**config.mk**
```make
export PLATFORM = sky130hd
export DESIGN_NAME = sprite_rle_row_decoder
export DESIGN_NICKNAME = d
export VERILOG_FILES = /design/src/sv/srd_pkg.sv /design/src/sv/srd_cfg.sv /design/src/sv/srd_in_reg.sv /design/src/sv/srd_core.sv /design/src/sv/srd_out_reg.sv /design/src/sv/sprite_rle_row_decoder.sv
export SDC_FILE = /design/constraint.sdc
export NUM_CORES = 1
export LEC_CHECK = 0
export BUFFER_PORTS_ARGS = -buffer_cell sky130_fd_sc_hd__buf_2
export CORE_MARGIN = 2
export CORE_UTILIZATION = 50
export DETAILED_ROUTE_END_ITERATION = 12
export GPL_TIMING_DRIVEN = 1
export HOLD_SLACK_MARGIN = 0.02
export PLACE_DENSITY_LB_ADDON = 0.3
export SLEW_MARGIN = 20
export SYNTH_ARGS = -nofsm -noshare
export SYNTH_HDL_FRONTEND = slang
export SYNTH_HIERARCHICAL = 1
export SYNTH_SLANG_ARGS = --single-unit
export TNS_END_PERCENT = 100
```
**constraint.sdc**
```tcl
create_clock -name clk -period 5.9 [get_ports clk]
set_input_delay 0.59 -clock clk [delete_from_list [all_inputs] [get_ports clk]]
set_output_delay 0.59 -clock clk [all_outputs]
set_load 0.02 [all_outputs]
```
**src/sv/srd_pkg.sv**
```systemverilog
`timescale 1ns / 1ps

package srd_pkg;

    // Control byte layout.
    localparam int unsigned TRANSP_BIT = 7;
    localparam int unsigned REPEAT_BIT = 6;

    localparam logic [7:0] TRANSPARENT_VALUE = 8'hFF;

    localparam logic [7:0] ROW_WIDTH_RESET    = 8'd32;
    localparam logic [7:0] FRAME_HEIGHT_RESET = 8'd32;

    // Register indexes on the configuration port.
    localparam int unsigned CFG_ADDR_W = 3;
    localparam logic REG_ROW_WIDTH    = 1'b0;
    localparam logic REG_FRAME_HEIGHT = 1'b1;

    typedef enum logic [1:0] {
        MODE_CTRL    = 2'd0,
        MODE_REPEAT  = 2'd1,
        MODE_LITERAL = 2'd2
    } mode_t;

    typedef struct packed {
        logic [7:0] row_width;
        logic [7:0] frame_height;
    } cfg_t;

    typedef struct packed {
        logic [7:0] pixel_value;
        logic [6:0] run_length;
        logic [7:0] start_column;
        logic [7:0] row_index;
        logic       is_transparent;
        logic       row_end;
        logic       frame_end;
        logic       overrun;
    } result_t;

endpackage

```
**src/sv/srd_cfg.sv**
```systemverilog
`timescale 1ns / 1ps

module srd_cfg (
    input  logic                          clk,
    input  logic                          rst_n,
    input  logic                          psel,
    input  logic                          penable,
    input  logic                          pwrite,
    input  logic [srd_pkg::CFG_ADDR_W-1:0] paddr,
    input  logic [31:0]                   pwdata,
    output logic [31:0]                   prdata,
    output logic                          pready,
    output srd_pkg::cfg_t                 cfg
);
    import srd_pkg::*;

    logic [7:0] row_width_reg;
    logic [7:0] frame_height_reg;
    logic       reg_sel;
    logic       wr_en;

    // Register i sits at byte address 4*i.
    assign reg_sel = paddr[2];
    assign wr_en   = psel && penable && pwrite;
    assign pready  = 1'b1;

    always_ff @(posedge clk or negedge rst_n)
    begin
        if (!rst_n)
        begin
            row_width_reg    <= ROW_WIDTH_RESET;
            frame_height_reg <= FRAME_HEIGHT_RESET;
        end
        else if (wr_en)
        begin
            unique case (reg_sel)
                REG_ROW_WIDTH:    row_width_reg    <= pwdata[7:0];
                REG_FRAME_HEIGHT: frame_height_reg <= pwdata[7:0];
                default:          row_width_reg    <= row_width_reg;
            endcase
        end
    end

    always_comb
    begin
        unique case (reg_sel)
            REG_ROW_WIDTH:    prdata = {24'd0, row_width_reg};
            REG_FRAME_HEIGHT: prdata = {24'd0, frame_height_reg};
            default:          prdata = 32'd0;
        endcase
    end

    assign cfg.row_width    = row_width_reg;
    assign cfg.frame_height = frame_height_reg;

endmodule

```
**src/sv/srd_in_reg.sv**
```systemverilog
`timescale 1ns / 1ps

module srd_in_reg (
    input  logic       clk,
    input  logic       rst_n,
    input  logic       in_valid,
    output logic       in_ready,
    input  logic [7:0] code_byte,
    input  logic       fire,
    output logic       held_valid,
    output logic [7:0] held_byte
);
    logic       valid_reg;
    logic       valid_next;
    logic [7:0] byte_reg;

    // The slot frees up in the same cycle its byte is decoded.
    assign in_ready = !valid_reg || fire;

    always_comb
    begin
        valid_next = valid_reg;
        if (in_valid && in_ready)
            valid_next = 1'b1;
        else if (fire)
            valid_next = 1'b0;
    end

    always_ff @(posedge clk or negedge rst_n)
    begin
        if (!rst_n)
            valid_reg <= 1'b0;
        else
            valid_reg <= valid_next;
    end

    always_ff @(posedge clk)
    begin
        if (in_valid && in_ready)
            byte_reg <= code_byte;
    end

    assign held_valid = valid_reg;
    assign held_byte  = byte_reg;

endmodule

```
**src/sv/srd_core.sv**
```systemverilog
`timescale 1ns / 1ps

module srd_core (
    input  logic             clk,
    input  logic             rst_n,
    input  logic             fire,
    input  logic [7:0]       code_byte,
    input  srd_pkg::cfg_t    cfg,
    output logic             res_valid,
    output srd_pkg::result_t res
);
    import srd_pkg::*;

    mode_t      mode_reg, mode_next;
    logic [5:0] literal_left_reg, literal_left_next;
    logic [5:0] repeat_length_reg, repeat_length_next;
    logic [8:0] column_reg, column_next;
    logic [7:0] row_count_reg, row_count_next;

    logic       do_ctrl;
    logic       emit;
    logic       close_check;
    logic       transp;
    logic [7:0] value;
    logic [6:0] len;
    logic [9:0] col_sum;
    logic [8:0] col_wrap;
    logic       over;
    logic       rend;
    logic       fend;
    logic [7:0] row_plus;

    always_comb
    begin
        do_ctrl            = 1'b0;
        emit               = 1'b0;
        close_check        = 1'b0;
        transp             = 1'b0;
        value              = code_byte;
        len                = 7'd0;
        mode_next          = mode_reg;
        literal_left_next  = literal_left_reg;
        repeat_length_next = repeat_length_reg;

        unique case (mode_reg)
            MODE_REPEAT:
            begin
                // The value byte of a zero-length repeat is swallowed.
                mode_next = MODE_CTRL;
                if (repeat_length_reg != 6'd0)
                begin
                    emit        = 1'b1;
                    len         = {1'b0, repeat_length_reg};
                    close_check = 1'b1;
                end
            end
            MODE_LITERAL:
            begin
                if (literal_left_reg != 6'd0)
                begin
                    literal_left_next = literal_left_reg - 6'd1;
                    if (literal_left_reg == 6'd1)
                        mode_next = MODE_CTRL;
                    emit        = 1'b1;
                    len         = 7'd1;
                    // Only the last literal of a group may close the row.
                    close_check = (literal_left_reg == 6'd1);
                end
                else
                    do_ctrl = 1'b1;
            end
            default: do_ctrl = 1'b1;
        endcase

        if (do_ctrl)
        begin
            mode_next = MODE_CTRL;
            if (code_byte[TRANSP_BIT])
            begin
                len         = code_byte[6:0];
                emit        = (code_byte[6:0] != 7'd0);
                value       = TRANSPARENT_VALUE;
                transp      = 1'b1;
                close_check = 1'b1;
            end
            else if (code_byte[REPEAT_BIT])
            begin
                repeat_length_next = code_byte[5:0];
                mode_next          = MODE_REPEAT;
            end
            else
            begin
                literal_left_next = code_byte[5:0];
                if (code_byte[5:0] != 6'd0)
                    mode_next = MODE_LITERAL;
            end
        end
    end

    // Column and row bookkeeping for an emitted run.
    always_comb
    begin
        col_sum  = {1'b0, column_reg} + {3'd0, len};
        col_wrap = col_sum[8:0];
        over     = col_sum > {2'd0, cfg.row_width};
        rend     = close_check && (col_wrap >= {1'b0, cfg.row_width});
        row_plus = row_count_reg + 8'd1;
        fend     = rend && ((row_plus >= cfg.frame_height) || (row_plus == 8'd0));

        column_next    = column_reg;
        row_count_next = row_count_reg;
        if (emit)
        begin
            column_next = rend ? 9'd0 : col_wrap;
            if (rend)
                row_count_next = fend ? 8'd0 : row_plus;
        end
    end

    always_ff @(posedge clk or negedge rst_n)
    begin
        if (!rst_n)
        begin
            mode_reg          <= MODE_CTRL;
            literal_left_reg  <= 6'd0;
            repeat_length_reg <= 6'd0;
            column_reg        <= 9'd0;
            row_count_reg     <= 8'd0;
        end
        else if (fire)
        begin
            mode_reg          <= mode_next;
            literal_left_reg  <= literal_left_next;
            repeat_length_reg <= repeat_length_next;
            column_reg        <= column_next;
            row_count_reg     <= row_count_next;
        end
    end

    assign res_valid          = emit;
    assign res.pixel_value    = value;
    assign res.run_length     = len;
    assign res.start_column   = column_reg[8] ? 8'hFF : column_reg[7:0];
    assign res.row_index      = row_count_reg;
    assign res.is_transparent = transp;
    assign res.row_end        = rend;
    assign res.frame_end      = fend;
    assign res.overrun        = over;

    a_literal_count: assert property (@(posedge clk) disable iff (!rst_n)
        mode_reg == MODE_LITERAL |-> literal_left_reg != 6'd0)
        else $error("literal mode entered with no literal bytes left");

    a_run_nonzero: assert property (@(posedge clk) disable iff (!rst_n)
        emit |-> len != 7'd0)
        else $error("zero-length run emitted");

    a_frame_in_row: assert property (@(posedge clk) disable iff (!rst_n)
        emit && fend |-> rend)
        else $error("frame end without row end");

    a_row_restart: assert property (@(posedge clk) disable iff (!rst_n)
        fire && emit && rend |=> column_reg == 9'd0)
        else $error("column not cleared after row end");

endmodule

```
**src/sv/srd_out_reg.sv**
```systemverilog
`timescale 1ns / 1ps

module srd_out_reg (
    input  logic             clk,
    input  logic             rst_n,
    input  logic             fire,
    input  logic             res_valid,
    input  srd_pkg::result_t res,
    input  logic             out_ready,
    output logic             out_valid,
    output srd_pkg::result_t out_res
);
    import srd_pkg::*;

    logic    valid_reg;
    logic    valid_next;
    result_t res_reg;

    always_comb
    begin
        valid_next = valid_reg;
        if (fire)
            valid_next = res_valid;
        else if (out_ready)
            valid_next = 1'b0;
    end

    always_ff @(posedge clk or negedge rst_n)
    begin
        if (!rst_n)
            valid_reg <= 1'b0;
        else
            valid_reg <= valid_next;
    end

    always_ff @(posedge clk)
    begin
        if (fire && res_valid)
            res_reg <= res;
    end

    assign out_valid = valid_reg;
    assign out_res   = res_reg;

endmodule

```
**src/sv/sprite_rle_row_decoder.sv**
```systemverilog
`timescale 1ns / 1ps

// Channel   Direction  Handshake              Payload
// input     in         in_valid / in_ready    code_byte
// output    out        out_valid / out_ready  pixel_value, run_length, start_column,
//                                             row_index, is_transparent, row_end,
//                                             frame_end, overrun
// config    in/out     psel/penable/pwrite    paddr, pwdata, prdata, pready
//
// One byte is accepted per cycle. It waits in the input register; its run descriptor is then
// loaded into the result register, from which its output transaction is made.
// A held byte is decoded whenever the result register is empty or being emptied, so a
// stalled output holds the decoder, and the input as well once the input register is full.
// Bytes that finish no run give no output transaction. Reset (rst_n low, asynchronous)
// empties both registers, starts row 0 awaiting a control byte, and loads width and height 32.
module sprite_rle_row_decoder (
    input  logic                          clk,
    input  logic                          rst_n,
    input  logic                          in_valid,
    output logic                          in_ready,
    input  logic [7:0]                    code_byte,
    output logic                          out_valid,
    input  logic                          out_ready,
    output logic [7:0]                    pixel_value,
    output logic [6:0]                    run_length,
    output logic [7:0]                    start_column,
    output logic [7:0]                    row_index,
    output logic                          is_transparent,
    output logic                          row_end,
    output logic                          frame_end,
    output logic                          overrun,
    input  logic                          psel,
    input  logic                          penable,
    input  logic                          pwrite,
    input  logic [srd_pkg::CFG_ADDR_W-1:0] paddr,
    input  logic [31:0]                   pwdata,
    output logic [31:0]                   prdata,
    output logic                          pready
);
    import srd_pkg::*;

    cfg_t       cfg;
    logic       held_valid;
    logic [7:0] held_byte;
    logic       fire;
    logic       res_valid;
    result_t    res;
    result_t    out_res;

    // A held byte is decoded when the result register can take its result.
    assign fire = held_valid && (!out_valid || out_ready);

    srd_cfg u_cfg (
        .clk     (clk),
        .rst_n   (rst_n),
        .psel    (psel),
        .penable (penable),
        .pwrite  (pwrite),
        .paddr   (paddr),
        .pwdata  (pwdata),
        .prdata  (prdata),
        .pready  (pready),
        .cfg     (cfg)
    );

    srd_in_reg u_in_reg (
        .clk        (clk),
        .rst_n      (rst_n),
        .in_valid   (in_valid),
        .in_ready   (in_ready),
        .code_byte  (code_byte),
        .fire       (fire),
        .held_valid (held_valid),
        .held_byte  (held_byte)
    );

    srd_core u_core (
        .clk       (clk),
        .rst_n     (rst_n),
        .fire      (fire),
        .code_byte (held_byte),
        .cfg       (cfg),
        .res_valid (res_valid),
        .res       (res)
    );

    srd_out_reg u_out_reg (
        .clk       (clk),
        .rst_n     (rst_n),
        .fire      (fire),
        .res_valid (res_valid),
        .res       (res),
        .out_ready (out_ready),
        .out_valid (out_valid),
        .out_res   (out_res)
    );

    assign pixel_value    = out_res.pixel_value;
    assign run_length     = out_res.run_length;
    assign start_column   = out_res.start_column;
    assign row_index      = out_res.row_index;
    assign is_transparent = out_res.is_transparent;
    assign row_end        = out_res.row_end;
    assign frame_end      = out_res.frame_end;
    assign overrun        = out_res.overrun;

endmodule
```
== After elaboration in Yosys (flattened, before gate mapping) ==
Cells that the tools add are included.

* Add/subtract/negate cells: 3
* Magnitude comparators: 3
* Equality and inequality tests: 5
* Multiplexer cells: 38
* Bitwise gates (word level): 2
* Reductions and logical operators: 26

{| class="wikitable"
|+ Operators with widths
! kind !! count
|-
| $pmux 32 s2 || 1
|-
| $mux 6 || 6
|-
| $mux 8 || 3
|-
| $reduce_bool 6->1 || 3
|-
| $mux 1 || 14
|-
| $mux 7 || 2
|-
| $pmux 7 s2 || 1
|-
| $mux 2 || 6
|-
| $add 9x7->10 || 1
|-
| $gt 10x8->1 || 1
|-
| $ge 9x8->1 || 1
|-
| $mux 9 || 1
|-
| $add 8x1->8 const B || 1
|-
| $ge 8x8->1 || 1
|-
| $logic_not 8->1 || 1
|-
| $reduce_and 4->1 || 2
|-
| $logic_and 1x1->1 || 7
|-
| $reduce_bool 7->1 || 1
|-
| $eq 6x1->1 const B || 1
|-
| $ne 3x1->1 const B || 2
|-
| $pmux 1 s2 || 3
|-
| $reduce_and 2->1 || 3
|-
| $sub 6x1->6 const B || 1
|-
| $pmux 2 s2 || 1
|-
| 8 further kinds || 13
|}

* Register bits after elaboration: 92
* Bits of input ports: 50
* Output and inout port bits: 70
* Logic and storage cells: 95

== Depth between registers and ports, before layout ==
* Depth after elaboration: 10
* Depth in mapped cells: 22
* Mapped depth without buffers: 20

== Hierarchy ==
The synthesis kept the hierarchy.

{| class="wikitable"
|+ By module, submodules not included
! module !! instances !! cells an instance !! area each (µm²) !! sequential area each (µm²)
|-
| srd_core || 1 || 328 || 2,738.9 || 775.7
|-
| srd_out_reg || 1 || 39 || 1,096.1 || 1,076.0
|-
| srd_cfg || 1 || 70 || 924.6 || 402.9
|-
| srd_in_reg || 1 || 12 || 294.0 || 265.3
|-
| sprite_rle_row_decoder || 1 || 2 || 11.3 || 0.0
|}

== Worst setup path before layout ==
Ideal clock, no wire load.

* Path type: flip-flop to flip-flop
* Start: register u_core.literal_left_reg[0]
* End: register u_out_reg.res_reg (netlist bit u_out_reg/out_res[1]) (data pin)
* Library setup time: 0.251 ns
* Arrival time: 4.106 ns
* Data required time: 5.649 ns
* Path slack: 1.543 ns
* Cell stages (with the launch flop): 22
* Buffers on the path: 3
* Clock period less this slack: 4.357 ns
* Cell sequence: dfrtp_1 -> inv_1 -> ha_1 -> and3_1 -> a22o_2 -> clkbuf_1 -> o31ai_1 -> ha_1 -> inv_1 -> fa_1 -> o21ai_1 -> xor2_1 -> ha_1 -> a21oi_1 -> nand2_1 -> a211o_1 -> a31oi_1 -> a31o_1 -> buf_6 -> inv_2 -> and2_1 -> buf_4

{| class="wikitable"
|+ RTL lines
! element !! line !! text
|-
| start: declaration || srd_core.sv:15 || <nowiki>logic [5:0] literal_left_reg, literal_left_next;</nowiki>
|-
| start signal: assignment || srd_core.sv:133 || <nowiki>literal_left_reg <= literal_left_next;</nowiki>
|-
| end signal: assignment || srd_out_reg.sv:39 || <nowiki>res_reg <= res;</nowiki>
|-
| end: declaration || srd_out_reg.sv:17 || <nowiki>result_t res_reg;</nowiki>
|}

==> impl_metrics.yaml <==
run_status:
  status: "complete, no violations"
setup_path:
  cp_slowest_stage_delay_ns: 0.52
  path_common_cell: "ha_1"
  crit_fanout: 24
  crit_chain: "inv_1 -> ha_1 -> and3_1 -> a22o_2 -> o31ai_1 -> ha_1 -> inv_1 -> fa_1 -> o21ai_1 -> xor2_1 -> ha_1 -> a21oi_1 -> nand2_1 -> a211o_1 -> a31oi_1 -> a31o_1 -> inv_2 -> and2_1"
  cpMaxStageDelayCell: "a31o_1"
  worstPathArrival_ns: 5.31
  cp_num_buf_inv: 3
  critPathRequiredTime_ns: 6.03
  critical_path_class: "reg -> reg"
  worst_setup_path_end_kind: "flip-flop"
  start_kind: "flip-flop"
  critPathTopFamily: "compound AO/OA/AOI/OAI gates"
cells_and_area:
  area_delta_synth_final_pct: 11.1
  diodes: 0
  largest_register_ffs: 35
  layout.nets: 594
  drive_gt1_share_pct: 28.3
  nFillCells: 893
clocking:
  cts_buffers: 9
  path_clk_slew_ns: 0.09
  cts_tree: "yes"
  htreeDepth: 3
  root_buffer: "clkbuf_8"
  cts_resized: 0
  clock_path_buffers: 2
  post_cts_buffers: 0
  postCtsHoldBufs: 0
  clock_latency_ns: 0.37
  cts_sinks: 92
logic_synthesis:
  synth.top_cell.area_share_pct: 25.5
  synth-seq-area-share_pct: 49.8
  synth-edff-count: 43
  yosysTopAreaCell: "edfxtp_1"
  ys.flop_type: "dfrtp_1"
  postSynth.asyncResetShare_pct: 53.3
  syn_inst: 451
  yosysUniqueCellTypes: 63
  synth_area_leaders: "edfxtp_1 25%, dfrtp_1 23%, ha_1 7.2%"
  syn_area_per_cell_sq_um: 11.2
  syn_area_sq_um: 5060
  ys_ff_latch: 92
  synth_warnings: 6
timing:
  fin_ws_ns: 0.720
  skew_ns: 0.0105
  hold_viol_final: 0
  relSlewSlack_pct: 22.8
  fin_crit_sh_pct: 87.8
  setup_viol_count_final: 0
  period_minus_slack_ns: 5.18
  final_max_slew_viol_count: 0
  rsz0062_at_grt: "no"
  timing.fmax_mhz: 193
  worst_slew_pin_slew_ns: 1.15
  tns_ns: 0
floorplanning:
  die_x_um: 105
  fp.dieH_um: 105
  dieArea_sq_um: 11000
  core_sq_um: 9820
  start_util_pct: 51.6
  num_rows: 36
  ios: 120
global_routing:
  grt_use_total_pct: 18.8
  grt_overflow_total: 0
  grt_pass1_wl_mm: 16.3
  antenna_found_initial: 0
  grt_max_degree: 50
  first_global_vias: 3338
pwr:
  ir_worst_vdd_mv: 0.200
  p_leak_nw: 2.58
  powerDensity_nw_per_um2: 503
routing:
  drt-total-wl_mm: 9.98
  drcViolationCount: 0
  wl_per_cell_um: 15.3
  drtIter0Drc: 184
  dr.pass1.iters: 5
  vias_per_cell: 5.39
  postRouteAntennaNets: 0
  route.vias.total: 3512
placement:
  preCtsSetupSlack_ns: 0.729
  portBuffers: 68
  place_congestion: 0.835
  hpwlAfterDp_mm: 7.11
min_path:
  hold_class: "in -> async"
job:
  drv_cap: 0
## path summary, 6_finish.rpt
check / start / to / slack, ns / depth (start not counted)
setup reg to reg: u_core/literal_left_reg[0]$_DFFE_PN0P_ / u_out_reg/out_res[1]$_DFFE_PP_ / 0.72 / 18
setup / recovery: u_core/literal_left_reg[0]$_DFFE_PN0P_ / u_out_reg/out_res[1]$_DFFE_PP_ / 0.72 / 18
hold reg to reg: u_core/column_reg[4]$_DFFE_PN0P_ / u_core/column_reg[4]$_DFFE_PN0P_ / 0.51 / 2
hold / removal: rst_n / u_cfg/frame_height_reg[0]$_DFFE_PN0P_ / 0.33 / 2
min in group clk: code_byte[4] / u_in_reg/held_byte[4]$_DFFE_PP_ / 0.39 / 1
max in group asynchronous: rst_n / u_core/row_count_reg[5]$_DFFE_PN0P_ / 5.16 / 2
## stage by stage
step / power, mW / instance area, sq um / hold WS [ns] / cells / util, %
2_1_floorplan: 2.04 / 5150 / 0.294 / 474 / -
3_3_place_gp: 2.26 / 5380 / 0.479 / 636 / 54.8
3_5_place_dp: 2.32 / 5380 / 0.493 / 636 / 54.8
4_1_cts: 2.84 / 5630 / 0.341 / 652 / 57.3
5_1_grt: 3.02 / 5630 / 0.374 / 652 / 57.3
6_report: 2.83 / 5630 / 0.329 / 652 / 57.3
## layer usage
metal / track usage (%) / wire (um) / up-vias
li1: - / - / 1672
met1: 26.7 / 4760 / 1686
met2: 28.0 / 4380 / 141
met3: 3.93 / 667 / 13
met4: 7.81 / 172 / 0
met5: 0 / 0 / -
## power breakdown
group	switching [mW]	internal [mW]	leakage, nW	total (mW)
Combinational	0.768	0.472	1.45	1.24
Sequential	0.145	0.932	1.02	1.08
Clock	0.218	0.294	0.117	0.512
Total	1.13	1.70	2.58	2.83
## cell usage in the layout (no fill, tap or decap), types with 4 or more instances in the layout
master,Yosys,routed
nand2_1,45,45
clkbuf_8,0,10
edfxtp_1,43,43
a21oi_1,12,12
conb_1,2,25
ha_1,29,29
buf_2,3,68
o31ai_1,7,7
o21ai_0,23,23
nand3_1,12,12
inv_1,33,33
nand2b_1,7,7
a21o_1,9,9
mux2_2,30,30
a22o_1,5,5
and2_1,4,4
xnor2_1,10,10
dfrtp_1,47,47
xor2_1,4,4
or2_2,15,15
o21ai_1,7,7
nor2_1,11,11
## cell usage after synthesis, drive strengths merged (3+ instances only)
cell type,number
nand2,45
clkbuf,6
or2,15
buf,36
o31ai,9
mux2,30
a21oi,12
and2,6
ha,29
o21ai,30
nor3,4
a22o,6
nand4,4
a21o,9
nand3,12
nor2,11
a32o,3
edfxtp,43
xnor2,10
nand2b,8
inv,34
xor2,4
dfrtp,47
## logic make-up (layout without fill, tap and decap cells)
group                      count (synthesis)  after routing  share of synthesized area [%]
AOI/OAI and AO/OA                         89             89                           12.1
xor gates and xnor gates                  14             14                           2.42
muxes                                     30             30                           6.67
and+or+nand+nor                          118            118                           13.0
buffers and inverters                     76            121                           8.37
other                                      2             25                          0.148
adders and majority gates                 30             30                           7.56
DFF                                       92             92                           49.8
## cell type report
| cell class | count | area [sq um] | share of cell area (%) |
|---|---|---|---|
| Multi-Input combinational cell | 306 | 2210 | 39.2 |
| Clock inverter | 4 | 97.6 | 1.73 |
| Tap cell | 133 | 166 | 2.96 |
| Timing Repair Buffer | 71 | 363 | 6.45 |
| Sequential cell | 92 | 2520 | 44.8 |
| Inverter | 34 | 128 | 2.27 |
| Clock buffer | 12 | 145 | 2.58 |
Power figures use the tool's default switching activity.
